## config.mk

```make
export PLATFORM = sky130hd
export DESIGN_NAME = block_table_heap_allocator_core
export DESIGN_NICKNAME = d
export VERILOG_FILES = /design/src/rtl/bthalloc_pkg.sv /design/src/rtl/bthalloc_dp.sv /design/src/rtl/bthalloc_ctrl.sv /design/src/rtl/block_table_heap_allocator_core.sv
export VERILOG_INCLUDE_DIRS = /design/src /design/src/rtl
export SDC_FILE = /design/constraint.sdc
export NUM_CORES = 2
export LEC_CHECK = 0
export CORE_ASPECT_RATIO = 0.7
export CORE_MARGIN = 2
export CORE_UTILIZATION = 64
export DETAILED_ROUTE_END_ITERATION = 8
export DONT_BUFFER_PORTS = 1
export PLACE_DENSITY = 0.89
export SLEW_MARGIN = 20
export SYNTH_ARGS = -nofsm -noshare
export SYNTH_HDL_FRONTEND = slang
export SYNTH_SLANG_ARGS = --single-unit
```

## constraint.sdc

```tcl
create_clock -name aclk -period 43.1 [get_ports aclk]
set_input_delay 2.155 -clock aclk [delete_from_list [all_inputs] [get_ports aclk]]
set_output_delay 2.155 -clock aclk [all_outputs]
set_load 0.1 [all_outputs]
```

## src/rtl/assert_macros.svh

```systemverilog
// ---------------------------------------------------------------------------
// Assertion macros used by the allocator core
// ---------------------------------------------------------------------------
`ifndef ASSERT_MACROS_SVH
`define ASSERT_MACROS_SVH

// Property checked on every rising clock edge, off while reset is low.
`define ASSERT_SYNC(lbl, clk, rst_n, prop, msg) \
    lbl: assert property (@(posedge clk) disable iff (!rst_n) (prop)) else $error(msg);

// Expression that must never be true, off while reset is low.
`define ASSERT_NEVER(lbl, clk, rst_n, expr, msg) \
    lbl: assert property (@(posedge clk) disable iff (!rst_n) !(expr)) else $error(msg);

`endif

```

## src/rtl/bthalloc_pkg.sv

```systemverilog
// ---------------------------------------------------------------------------
// Block table heap allocator package
// Shared constants, the controller state type and the command/status bundles.
// ---------------------------------------------------------------------------
package bthalloc_pkg;

    localparam int unsigned BLOCK_BYTES    = 4096;
    localparam int unsigned BLOCK_SHIFT    = $clog2(BLOCK_BYTES);
    localparam int unsigned MAX_BLOCKS_DEF = 1024;

    localparam int unsigned ADDR_W = 32;
    localparam int unsigned BIU_W  = 11;

    localparam logic [ADDR_W-1:0] HEAP_START_RST    = '0;
    localparam logic [BIU_W-1:0]  BLOCKS_IN_USE_RST = 11'd1024;

    // configuration register indexes
    localparam logic CFG_HEAP_START    = 1'b0;
    localparam logic CFG_BLOCKS_IN_USE = 1'b1;

    // operation codes
    localparam logic OP_ALLOC = 1'b0;
    localparam logic OP_FREE  = 1'b1;

    // result status codes
    localparam logic STATUS_OK  = 1'b0;
    localparam logic STATUS_OOM = 1'b1;

    typedef struct packed {
        logic has_next;
        logic first;
        logic taken;
    } entry_t;

    typedef enum logic [2:0] {
        ST_CLEAR,
        ST_IDLE,
        ST_SCAN,
        ST_MARK,
        ST_FREE_RD,
        ST_FREE_WR,
        ST_RESP
    } state_t;

    typedef struct packed {
        logic start;
        logic scan;
        logic mark;
        logic free_wr;
        logic clear;
        logic load_out;
    } ctrl_cmd_t;

    typedef struct packed {
        logic is_free;
        logic need_zero;
        logic free_in_range;
        logic found;
        logic exhausted;
        logic mark_last;
        logic chain_more;
        logic clear_last;
    } dp_stat_t;

endpackage

```

## src/rtl/bthalloc_dp.sv

```systemverilog
// ---------------------------------------------------------------------------
// Block table heap allocator datapath
// Block table memory, config registers, scan/mark/free pointer and result.
// ---------------------------------------------------------------------------
module bthalloc_dp #(
    parameter int unsigned MAX_BLOCKS = bthalloc_pkg::MAX_BLOCKS_DEF
) (
    input  logic                                 aclk,
    input  logic                                 aresetn,
    input  bthalloc_pkg::ctrl_cmd_t              cmd,
    output bthalloc_pkg::dp_stat_t               stat,
    input  logic                                 s_operation,
    input  logic [bthalloc_pkg::ADDR_W-1:0]      s_request_bytes,
    input  logic [bthalloc_pkg::ADDR_W-1:0]      s_release_address,
    input  logic                                 cfg_we,
    input  logic                                 cfg_addr,
    input  logic [bthalloc_pkg::ADDR_W-1:0]      cfg_wdata,
    output logic [bthalloc_pkg::ADDR_W-1:0]      m_region_address,
    output logic                                 m_status
);
    import bthalloc_pkg::*;

    localparam int unsigned IDX_W  = (MAX_BLOCKS > 1) ? $clog2(MAX_BLOCKS) : 1;
    localparam int unsigned LEN_W  = $clog2(MAX_BLOCKS + 1);
    localparam int unsigned NEED_W = ADDR_W - BLOCK_SHIFT + 1;
    localparam int unsigned CNT_W  = (LEN_W > NEED_W) ? LEN_W : NEED_W;

    entry_t table_mem [MAX_BLOCKS];

    logic [ADDR_W-1:0] heap_start_reg;
    logic [BIU_W-1:0]  blocks_in_use_reg;

    logic              op_reg;
    logic [NEED_W-1:0] need_reg;
    logic [LEN_W-1:0]  ptr_reg;
    logic [LEN_W-1:0]  pidx_reg;
    logic              pv_reg;
    logic [LEN_W-1:0]  run_reg;
    logic [LEN_W-1:0]  first_reg;
    logic [LEN_W-1:0]  start_reg;
    logic [LEN_W-1:0]  cnt_reg;
    logic              ok_reg;
    entry_t            rdata_reg;
    logic [ADDR_W-1:0] region_reg;
    logic              status_reg;

    logic [LEN_W-1:0]  table_len;
    logic [NEED_W-1:0] req_need;
    logic [ADDR_W-1:0] rel_diff;
    logic [ADDR_W-1:0] rel_idx;
    logic [LEN_W-1:0]  run_first;
    logic              found;
    logic              ptr_in_table;
    entry_t            mark_entry;
    logic [IDX_W-1:0]  mem_idx;

    always_comb begin
        if (ADDR_W'(blocks_in_use_reg) < ADDR_W'(MAX_BLOCKS)) begin
            table_len = LEN_W'(blocks_in_use_reg);
        end else begin
            table_len = LEN_W'(MAX_BLOCKS);
        end
    end

    // round the byte count up to whole blocks
    assign req_need = NEED_W'(s_request_bytes >> BLOCK_SHIFT)
                    + NEED_W'(s_request_bytes[BLOCK_SHIFT-1:0] != '0);
    assign rel_diff = s_release_address - heap_start_reg;
    assign rel_idx  = rel_diff >> BLOCK_SHIFT;

    assign mem_idx      = ptr_reg[IDX_W-1:0];
    assign ptr_in_table = ptr_reg < table_len;
    assign run_first    = (run_reg == '0) ? pidx_reg : first_reg;
    assign found        = cmd.scan && pv_reg && !rdata_reg.taken
                       && ((CNT_W'(run_reg) + CNT_W'(1)) == CNT_W'(need_reg));

    always_comb begin
        mark_entry          = '0;
        mark_entry.taken    = 1'b1;
        mark_entry.first    = (ptr_reg == start_reg);
        mark_entry.has_next = (cnt_reg != LEN_W'(1));
    end

    always_comb begin
        stat               = '0;
        stat.is_free       = (s_operation == OP_FREE);
        stat.need_zero     = (req_need == '0);
        stat.free_in_range = (rel_idx < ADDR_W'(table_len));
        stat.found         = found;
        stat.exhausted     = !pv_reg && !ptr_in_table;
        stat.mark_last     = (cnt_reg == LEN_W'(1));
        stat.chain_more    = rdata_reg.has_next
                          && ((ADDR_W'(ptr_reg) + ADDR_W'(1)) < ADDR_W'(table_len));
        stat.clear_last    = (ptr_reg == LEN_W'(MAX_BLOCKS - 1));
    end

    // configuration registers
    always_ff @(posedge aclk) begin
        if (!aresetn) begin
            heap_start_reg    <= HEAP_START_RST;
            blocks_in_use_reg <= BLOCKS_IN_USE_RST;
        end else if (cfg_we) begin
            case (cfg_addr)
                CFG_HEAP_START:    heap_start_reg    <= cfg_wdata;
                CFG_BLOCKS_IN_USE: blocks_in_use_reg <= cfg_wdata[BIU_W-1:0];
                default:           heap_start_reg    <= heap_start_reg;
            endcase
        end
    end

    // shared table pointer and read pipeline valid
    always_ff @(posedge aclk) begin
        if (!aresetn) begin
            ptr_reg <= '0;
            pv_reg  <= 1'b0;
        end else begin
            pv_reg <= cmd.scan && !found && ptr_in_table;
            if (cmd.start) begin
                ptr_reg <= (s_operation == OP_FREE) ? LEN_W'(rel_idx) : '0;
            end else if (cmd.scan) begin
                if (found) begin
                    ptr_reg <= run_first;
                end else if (ptr_in_table) begin
                    ptr_reg <= ptr_reg + LEN_W'(1);
                end
            end else if (cmd.mark || cmd.clear || cmd.free_wr) begin
                ptr_reg <= ptr_reg + LEN_W'(1);
            end
        end
    end

    always_ff @(posedge aclk) begin
        pidx_reg  <= ptr_reg;
        rdata_reg <= table_mem[mem_idx];
        if (cmd.start) begin
            op_reg   <= s_operation;
            need_reg <= req_need;
            run_reg  <= '0;
            ok_reg   <= 1'b0;
        end else if (cmd.scan && pv_reg) begin
            if (rdata_reg.taken) begin
                run_reg <= '0;
            end else begin
                run_reg   <= run_reg + LEN_W'(1);
                first_reg <= run_first;
            end
            if (found) begin
                start_reg <= run_first;
                cnt_reg   <= LEN_W'(need_reg);
                ok_reg    <= 1'b1;
            end
        end else if (cmd.mark) begin
            cnt_reg <= cnt_reg - LEN_W'(1);
        end
        if (cmd.load_out) begin
            if (op_reg == OP_ALLOC && ok_reg) begin
                region_reg <= heap_start_reg + (ADDR_W'(start_reg) << BLOCK_SHIFT);
                status_reg <= STATUS_OK;
            end else begin
                region_reg <= '0;
                status_reg <= (op_reg == OP_ALLOC) ? STATUS_OOM : STATUS_OK;
            end
        end
    end

    always_ff @(posedge aclk) begin
        if (cmd.clear || cmd.free_wr) begin
            table_mem[mem_idx] <= '0;
        end else if (cmd.mark) begin
            table_mem[mem_idx] <= mark_entry;
        end
    end

    assign m_region_address = region_reg;
    assign m_status         = status_reg;

endmodule

```

## src/rtl/bthalloc_ctrl.sv

```systemverilog
// ---------------------------------------------------------------------------
// Block table heap allocator controller
// Sequences clear, scan, mark and chain free, and owns the output handshake.
// ---------------------------------------------------------------------------
module bthalloc_ctrl (
    input  logic                    aclk,
    input  logic                    aresetn,
    input  bthalloc_pkg::dp_stat_t  stat,
    output bthalloc_pkg::ctrl_cmd_t cmd,
    input  logic                    s_valid,
    output logic                    s_ready,
    output logic                    m_valid,
    input  logic                    m_ready
);
    import bthalloc_pkg::*;

    state_t state_reg;
    state_t state_next;
    logic   m_valid_reg;
    logic   m_valid_next;

    always_ff @(posedge aclk) begin
        if (!aresetn) begin
            state_reg   <= ST_CLEAR;
            m_valid_reg <= 1'b0;
        end else begin
            state_reg   <= state_next;
            m_valid_reg <= m_valid_next;
        end
    end

    always_comb begin
        state_next = state_reg;
        cmd        = '0;
        s_ready    = 1'b0;
        case (state_reg)
            ST_CLEAR: begin
                cmd.clear = 1'b1;
                if (stat.clear_last) begin
                    state_next = ST_IDLE;
                end
            end
            ST_IDLE: begin
                s_ready = 1'b1;
                if (s_valid) begin
                    cmd.start = 1'b1;
                    if (stat.is_free) begin
                        state_next = stat.free_in_range ? ST_FREE_RD : ST_RESP;
                    end else begin
                        state_next = stat.need_zero ? ST_RESP : ST_SCAN;
                    end
                end
            end
            ST_SCAN: begin
                cmd.scan = 1'b1;
                if (stat.found) begin
                    state_next = ST_MARK;
                end else if (stat.exhausted) begin
                    state_next = ST_RESP;
                end
            end
            ST_MARK: begin
                cmd.mark = 1'b1;
                if (stat.mark_last) begin
                    state_next = ST_RESP;
                end
            end
            ST_FREE_RD: begin
                state_next = ST_FREE_WR;
            end
            ST_FREE_WR: begin
                cmd.free_wr = 1'b1;
                state_next  = stat.chain_more ? ST_FREE_RD : ST_RESP;
            end
            ST_RESP: begin
                // hold until the output register is free
                if (!m_valid_reg || m_ready) begin
                    cmd.load_out = 1'b1;
                    state_next   = ST_IDLE;
                end
            end
            default: begin
                state_next = ST_IDLE;
            end
        endcase
    end

    always_comb begin
        if (cmd.load_out) begin
            m_valid_next = 1'b1;
        end else if (m_ready) begin
            m_valid_next = 1'b0;
        end else begin
            m_valid_next = m_valid_reg;
        end
    end

    assign m_valid = m_valid_reg;

endmodule

```

## src/rtl/block_table_heap_allocator_core.sv

```systemverilog
// ---------------------------------------------------------------------------
// Block table heap allocator core
// First-fit allocator over a table of fixed-size heap blocks.
// ---------------------------------------------------------------------------
// channel   signals                                          direction
// s_        s_valid s_ready s_operation s_request_bytes      in
//           s_release_address
// m_        m_valid m_ready m_region_address m_status        out
// cfg_      cfg_we cfg_addr cfg_wdata                        in
//
// Allocate: a first-fit scan reads one entry per cycle from the block table memory port,
// over up to len = min(blocks_in_use, MAX_BLOCKS) entries.
// Free: walks the has-next chain through ST_FREE_RD and ST_FREE_WR for each block.
// Reset: a clearing pass writes every table entry; s_ready stays low.
// One item at a time; a finished result waits in the output register while
// the next item is taken.
// ---------------------------------------------------------------------------
module block_table_heap_allocator_core #(
    parameter int unsigned MAX_BLOCKS = bthalloc_pkg::MAX_BLOCKS_DEF
) (
    input  logic                            aclk,
    input  logic                            aresetn,
    input  logic                            s_valid,
    output logic                            s_ready,
    input  logic                            s_operation,
    input  logic [bthalloc_pkg::ADDR_W-1:0] s_request_bytes,
    input  logic [bthalloc_pkg::ADDR_W-1:0] s_release_address,
    output logic                            m_valid,
    input  logic                            m_ready,
    output logic [bthalloc_pkg::ADDR_W-1:0] m_region_address,
    output logic                            m_status,
    input  logic                            cfg_we,
    input  logic                            cfg_addr,
    input  logic [bthalloc_pkg::ADDR_W-1:0] cfg_wdata
);
    import bthalloc_pkg::*;

    `include "assert_macros.svh"

    ctrl_cmd_t ctrl_cmd;
    dp_stat_t  dp_stat;

    bthalloc_ctrl u_ctrl (
        .aclk    (aclk),
        .aresetn (aresetn),
        .stat    (dp_stat),
        .cmd     (ctrl_cmd),
        .s_valid (s_valid),
        .s_ready (s_ready),
        .m_valid (m_valid),
        .m_ready (m_ready)
    );

    bthalloc_dp #(
        .MAX_BLOCKS (MAX_BLOCKS)
    ) u_dp (
        .aclk              (aclk),
        .aresetn           (aresetn),
        .cmd               (ctrl_cmd),
        .stat              (dp_stat),
        .s_operation       (s_operation),
        .s_request_bytes   (s_request_bytes),
        .s_release_address (s_release_address),
        .cfg_we            (cfg_we),
        .cfg_addr          (cfg_addr),
        .cfg_wdata         (cfg_wdata),
        .m_region_address  (m_region_address),
        .m_status          (m_status)
    );

    `ASSERT_SYNC(a_accept_drops_ready, aclk, aresetn, s_valid && s_ready |=> !s_ready, "ready held after a transfer")
    `ASSERT_SYNC(a_one_table_writer, aclk, aresetn, $onehot0({ctrl_cmd.clear, ctrl_cmd.mark, ctrl_cmd.free_wr}), "two table write sources at once")
    `ASSERT_NEVER(a_no_accept_in_clear, aclk, aresetn, ctrl_cmd.clear && s_ready, "input ready during table clear")

endmodule
```

-- Word level (Yosys, flattened, before mapping)
Memories as Yosys holds them, arrays and structs flattened. A register that Yosys moved wholly into a read port is not among the register bits.
Cells that the tools add are included.
- add/sub/neg operators: 8
- equal/unequal tests: 18
- reduce and logical (&&, ||, !) cells: 32
- muxes and demuxes: 41
- order comparisons: 4
- bitwise gates (word level): 5
- operators by type and width (kind ; count):
    $mux 11 ; 12
    $add 32x23->32 ; 1
    $lt 32x11->1 ; 1
    $sub 32x32->32 ; 1
    $mux 3 ; 9
    $add 11x1->12 const B ; 2
    $add 11x1->11 const B ; 2
    $add 20x1->21 ; 1
    $eq 21x21->1 ; 1
    $logic_not 21->1 ; 1
    $pmux 3 s7 ; 1
    $lt 20x11->1 ; 1
    $mux 1 ; 17
    $reduce_bool 12->1 ; 1
    $eq 11x1->1 const B ; 1
    $eq 11x10->1 const B ; 1
    $eq 11x11->1 ; 1
    $logic_not 11->1 ; 1
    $lt 11x11->1 ; 1
    $lt 11x11->1 const B ; 1
    $ne 11x1->1 const B ; 1
    $sub 11x1->11 const B ; 1
    $eq 3x3->1 const B ; 3
    $reduce_and 3->1 ; 3
    17 further kinds ; 43
- output and inout port bits: 35
- register bits after elaboration: 170
- logic and storage cells: 125
- bits of input ports: 103
- bits in writable memories: 3072
- memories kept: 1
- memory list (memory ; depth ; width ; rd ports ; clocked after memory_dff ; wr ports ; RTL line ; RTL):
    u_dp.table_mem ; 1024 ; 3 ; 1 ; 1 ; 1 ; bthalloc_dp.sv:28 ; entry_t table_mem [MAX_BLOCKS];

-- Depth between registers and ports, before layout
- depth in word-level cells: 8
- depth in mapped cells: 20
- depth with buffers taken out: 19

-- Cells and area by module
Synthesis repeated with hierarchy kept, for this count alone.
- cell total of the unflattened synthesis: 6052
- area, all modules: 93723.6 um^2
- by module, submodules not included (module ; cells each ; sequential area each (um^2) ; area an instance (um^2) ; instances):
    bthalloc_dp ; 6008 ; 65743.1 ; 93370.8 ; 1
    bthalloc_ctrl ; 44 ; 80.1 ; 352.8 ; 1

-- Least setup slack after synthesis
No wires, ideal clock.
- kind: reg-to-reg
- start point: reg u_dp.cnt_reg[4]
- end point: mem u_dp.table_mem[0][2] (netlist name), data pin
- library setup time: 6.309 ns
- cell stages (with the launch flop): 3
- clock period less this slack: 37.227 ns
- arrival time: 30.918 ns
- data required time: 36.791 ns
- path slack: 5.873 ns
- buffers on the path: 0
- path through: edfxtp_1 -> nor3_1 -> a31oi_1
- longest elaborated chain between the ends: 2
- ends and longest elaborated chain (element ; RTL line ; RTL):
    start: declaration ; bthalloc_dp.sv:41 ; logic [LEN_W-1:0] cnt_reg;
    start signal: assignment ; bthalloc_dp.sv:149 ; cnt_reg <= LEN_W'(need_reg);
    start signal: assignment ; bthalloc_dp.sv:153 ; cnt_reg <= cnt_reg - LEN_W'(1);
    $ne 11x1->1 ; bthalloc_dp.sv:81 ; mark_entry.has_next = (cnt_reg != LEN_W'(1));
    $mux 3 (no line) ; -- ;
    end: declaration ; bthalloc_dp.sv:28 ;
Every way passes these cells.

==> impl_metrics.env <==
export IMPL_status="complete, no violations"
export IMPL_rows=116
export IMPL_worstPathMaxFanout=123
export IMPL_root_buffer="clkbuf_16"
export IMPL_drt_iter0_markers=11200
export IMPL_yosys_most_used_dff="edfxtp_1"
export IMPL_cts_hold_buf=0
export IMPL_cp_cell_sequence="buf_12 > buf_4 > buf_4 > mux4_2 > a22o_1 > a221oi_1 > nand4_1 > o21ai_0 > nor2_1 > a21oi_1 > a2111oi_0 > or3_1"
export IMPL_viasPerCell=7.56
export IMPL_crit_type="reg2reg"
export IMPL_synth_net_count=5845
export IMPL_synth_edf_count=2136
export IMPL_cpPeakStageDelay_ps=970
export IMPL_place_gp_congestion=0.952
export IMPL_synth_seq_area_share_pct=71.1
export IMPL_post_cts_buffers=0
export IMPL_fin_setup_tns_ps=0
export IMPL_grtUsageTotal_pct=36.7
export IMPL_finalSetupViolCount=0
export IMPL_async_flop_share_pct=0
export IMPL_fillers=7870
export IMPL_clock_skew_final_ps=58.3
export IMPL_cts_buffer_depth=3
export IMPL_path_common_cell="buf_4"
export IMPL_rsz0062_at_grt="no"
export IMPL_cts_buffers=187
export IMPL_io_buffers=0
export IMPL_die_w_um=458
export IMPL_hp_class="reg2reg"
export IMPL_core_area_mm2=0.143
export IMPL_first_pass_iters=7
export IMPL_cts_sink_count=2220
export IMPL_die_area_mm2=0.148
export IMPL_htree_levels=4
export IMPL_slew_headroom_pct=10.5
export IMPL_pre_cts_ws_ps=36750
export IMPL_synth_area_mm2=0.0925
export IMPL_avgSynthCellArea_um2=16.3
export IMPL_layout_nets=5709
export IMPL_wl_per_cell_um=35.8
export IMPL_grt_max_degree=245
export IMPL_vias=57300
export IMPL_dpl_cell_area_mm2=0.0940
export IMPL_stdcell_area_mm2=0.100
export IMPL_yosysUniqueCellTypes=74
export IMPL_ios=138
export IMPL_fp_dieH_um=322
export IMPL_worstPathArrival_ps=6890
export IMPL_clock_latency_ps=870
export IMPL_start_kind="register"
export IMPL_largest_reg_flops=2048
export IMPL_grt_pass1_vias=56800
export IMPL_peakVddDrop_v=0.0000465
export IMPL_tightest_slew_ps=1340
export IMPL_syn2layout_area_growth_pct=8.13
export IMPL_hold_violations=0
export IMPL_grt_antenna_before_repair=10
export IMPL_drtAntennaViolNets=0
export IMPL_required_ps=43850
export IMPL_gr_total_overflow=0
export IMPL_maxCapViolations=0
export IMPL_cts_tree="yes"
export IMPL_initial_core_util_pct=64.6
export IMPL_timing_fmax_ghz=0.163
export IMPL_setup_slack_ps=36960
export IMPL_grt_pass1_wl_um=387000
export IMPL_ys_warnings_count=0
export IMPL_drive_gt1_share_pct=17.6
export IMPL_min_period_over_period_pct=14.2
export IMPL_slew_viol_final=0
export IMPL_end_kind="register"
export IMPL_drc_errors=0
export IMPL_synth_seq_cells=2220
export IMPL_min_period_ps=6140
export IMPL_p_leak_nw=29.4
export IMPL_post_route_util_pct=69.8
export IMPL_dp_hpwl_um=141000
export IMPL_power_total_mw=4.28
export IMPL_post_cts_resized=0
export IMPL_syn_inst=5660
export IMPL_cp_slowest_cell="dfxtp_4"
export IMPL_power_density_mw_per_mm2=42.8
export IMPL_cts_reportedPaths_clkPinSlew_ps=70
export IMPL_wl_um=271000
## cells in the mapped netlist, types with 16 or more instances
cell      count  share of area, %
edfxtp_1   2136                69
nor2_1     1131               4.6
mux4_2      514                13
clkbuf_1    323               1.3
nand2_1     246               1.0
a22oi_1     180               1.5
a21oi_1     124              0.67
dfxtp_1      84               1.8
ha_1         81               1.1
nand4_1      70              0.47
o21ai_0      69              0.37
inv_1        60              0.24
nand3_1      48              0.26
xnor2_1      46              0.44
a22o_1       43              0.41
nor3_1       41              0.22
a221oi_1     39              0.37
buf_1        32              0.13
buf_2        31              0.17
xor2_1       26              0.25
buf_4        24              0.19
buf_6        24              0.29
a31oi_1      20              0.14
nor4_1       19              0.13
nand2b_1     17              0.11
mux2_2       16              0.19
o211ai_1     16              0.13
## worst max-delay path, delay by kind of cell, from the launching register on
| kind | cells | cell delay, ps |
|---|---|---|
| and+or+nand+nor | 3 | 830 |
| buffers and inverters | 3 | 2260 |
| AOI/OAI and AO/OA | 5 | 1380 |
| muxes | 1 | 430 |
| DFF | 1 | 970 |
## where the power goes
group          switching (mW)  total, mW  internal [mW]
combinational           0.137      0.232         0.0958
sequential            0.00699       2.34           2.33
clock                   0.811       1.71          0.904
total                   0.954       4.28           3.33
## metrics by stage
step,std cells,hold slack (ps)
after floorplan,5660,354
after global placement,7222,442
after detailed placement,7223,449
after CTS,7569,458
after global routing,7570,479
final,7574,454
## cells by family after synthesis
| family | synth area share, % |
|---|---|
| compound gates | 4.33 |
| flops | 71.1 |
| mux | 12.8 |
| fa+ha+maj | 1.12 |
| buf+inv | 2.37 |
| simple gates | 7.52 |
| xor+xnor | 0.681 |
## path summary, 6_finish.rpt
kind / cells after the start / startpoint / end / slack, ps
max: 12 / u_dp.ptr_reg[1] / u_dp.rdata_reg[2] / 36960
min: 2 / u_dp.heap_start_reg[25] / u_dp.heap_start_reg[25] / 450
max reg2reg: 12 / u_dp.ptr_reg[1] / u_dp.rdata_reg[2] / 36960
min reg2reg: 2 / u_dp.heap_start_reg[25] / u_dp.heap_start_reg[25] / 450
## routing by layer
metal,global-route usage (%),share of wire [%]
met2,55.5,45
met4,22.5,7.6
met5,0,0.031
met3,13.1,17
met1,45.9,30
## cell type report
cell class              count  area [µm²]  share of cell area (%)
repair buffers            110         912                   0.912
well taps                1888        2360                    2.36
inverters                  63         244                   0.244
flip-flops and latches   2220       65800                    65.8
clock buffers             228        4980                    4.98
multi-input cells        2942       24700                    24.7
clock inverters           118         987                   0.987
diodes                      5        12.5                  0.0125
## layout by cell type (no fill, tap or decap), types with 26 or more instances in the layout
master / count
a221oi_1: 39
nand4_1: 70
a22oi_1: 180
xor2_1: 26
clkinv_2: 45
dfxtp_1: 80
inv_1: 59
o21ai_0: 69
mux4_2: 514
edfxtp_1: 2136
clkbuf_1: 31
ha_1: 81
nand2_2: 51
a22o_1: 43
clkinv_1: 46
nand3_1: 48
a21oi_1: 124
buf_4: 101
clkbuf_16: 191
xnor2_1: 46
nand2_1: 195
nor3_1: 40
nor2_1: 1128
No activity file was read; power rests on OpenSTA's default activity.
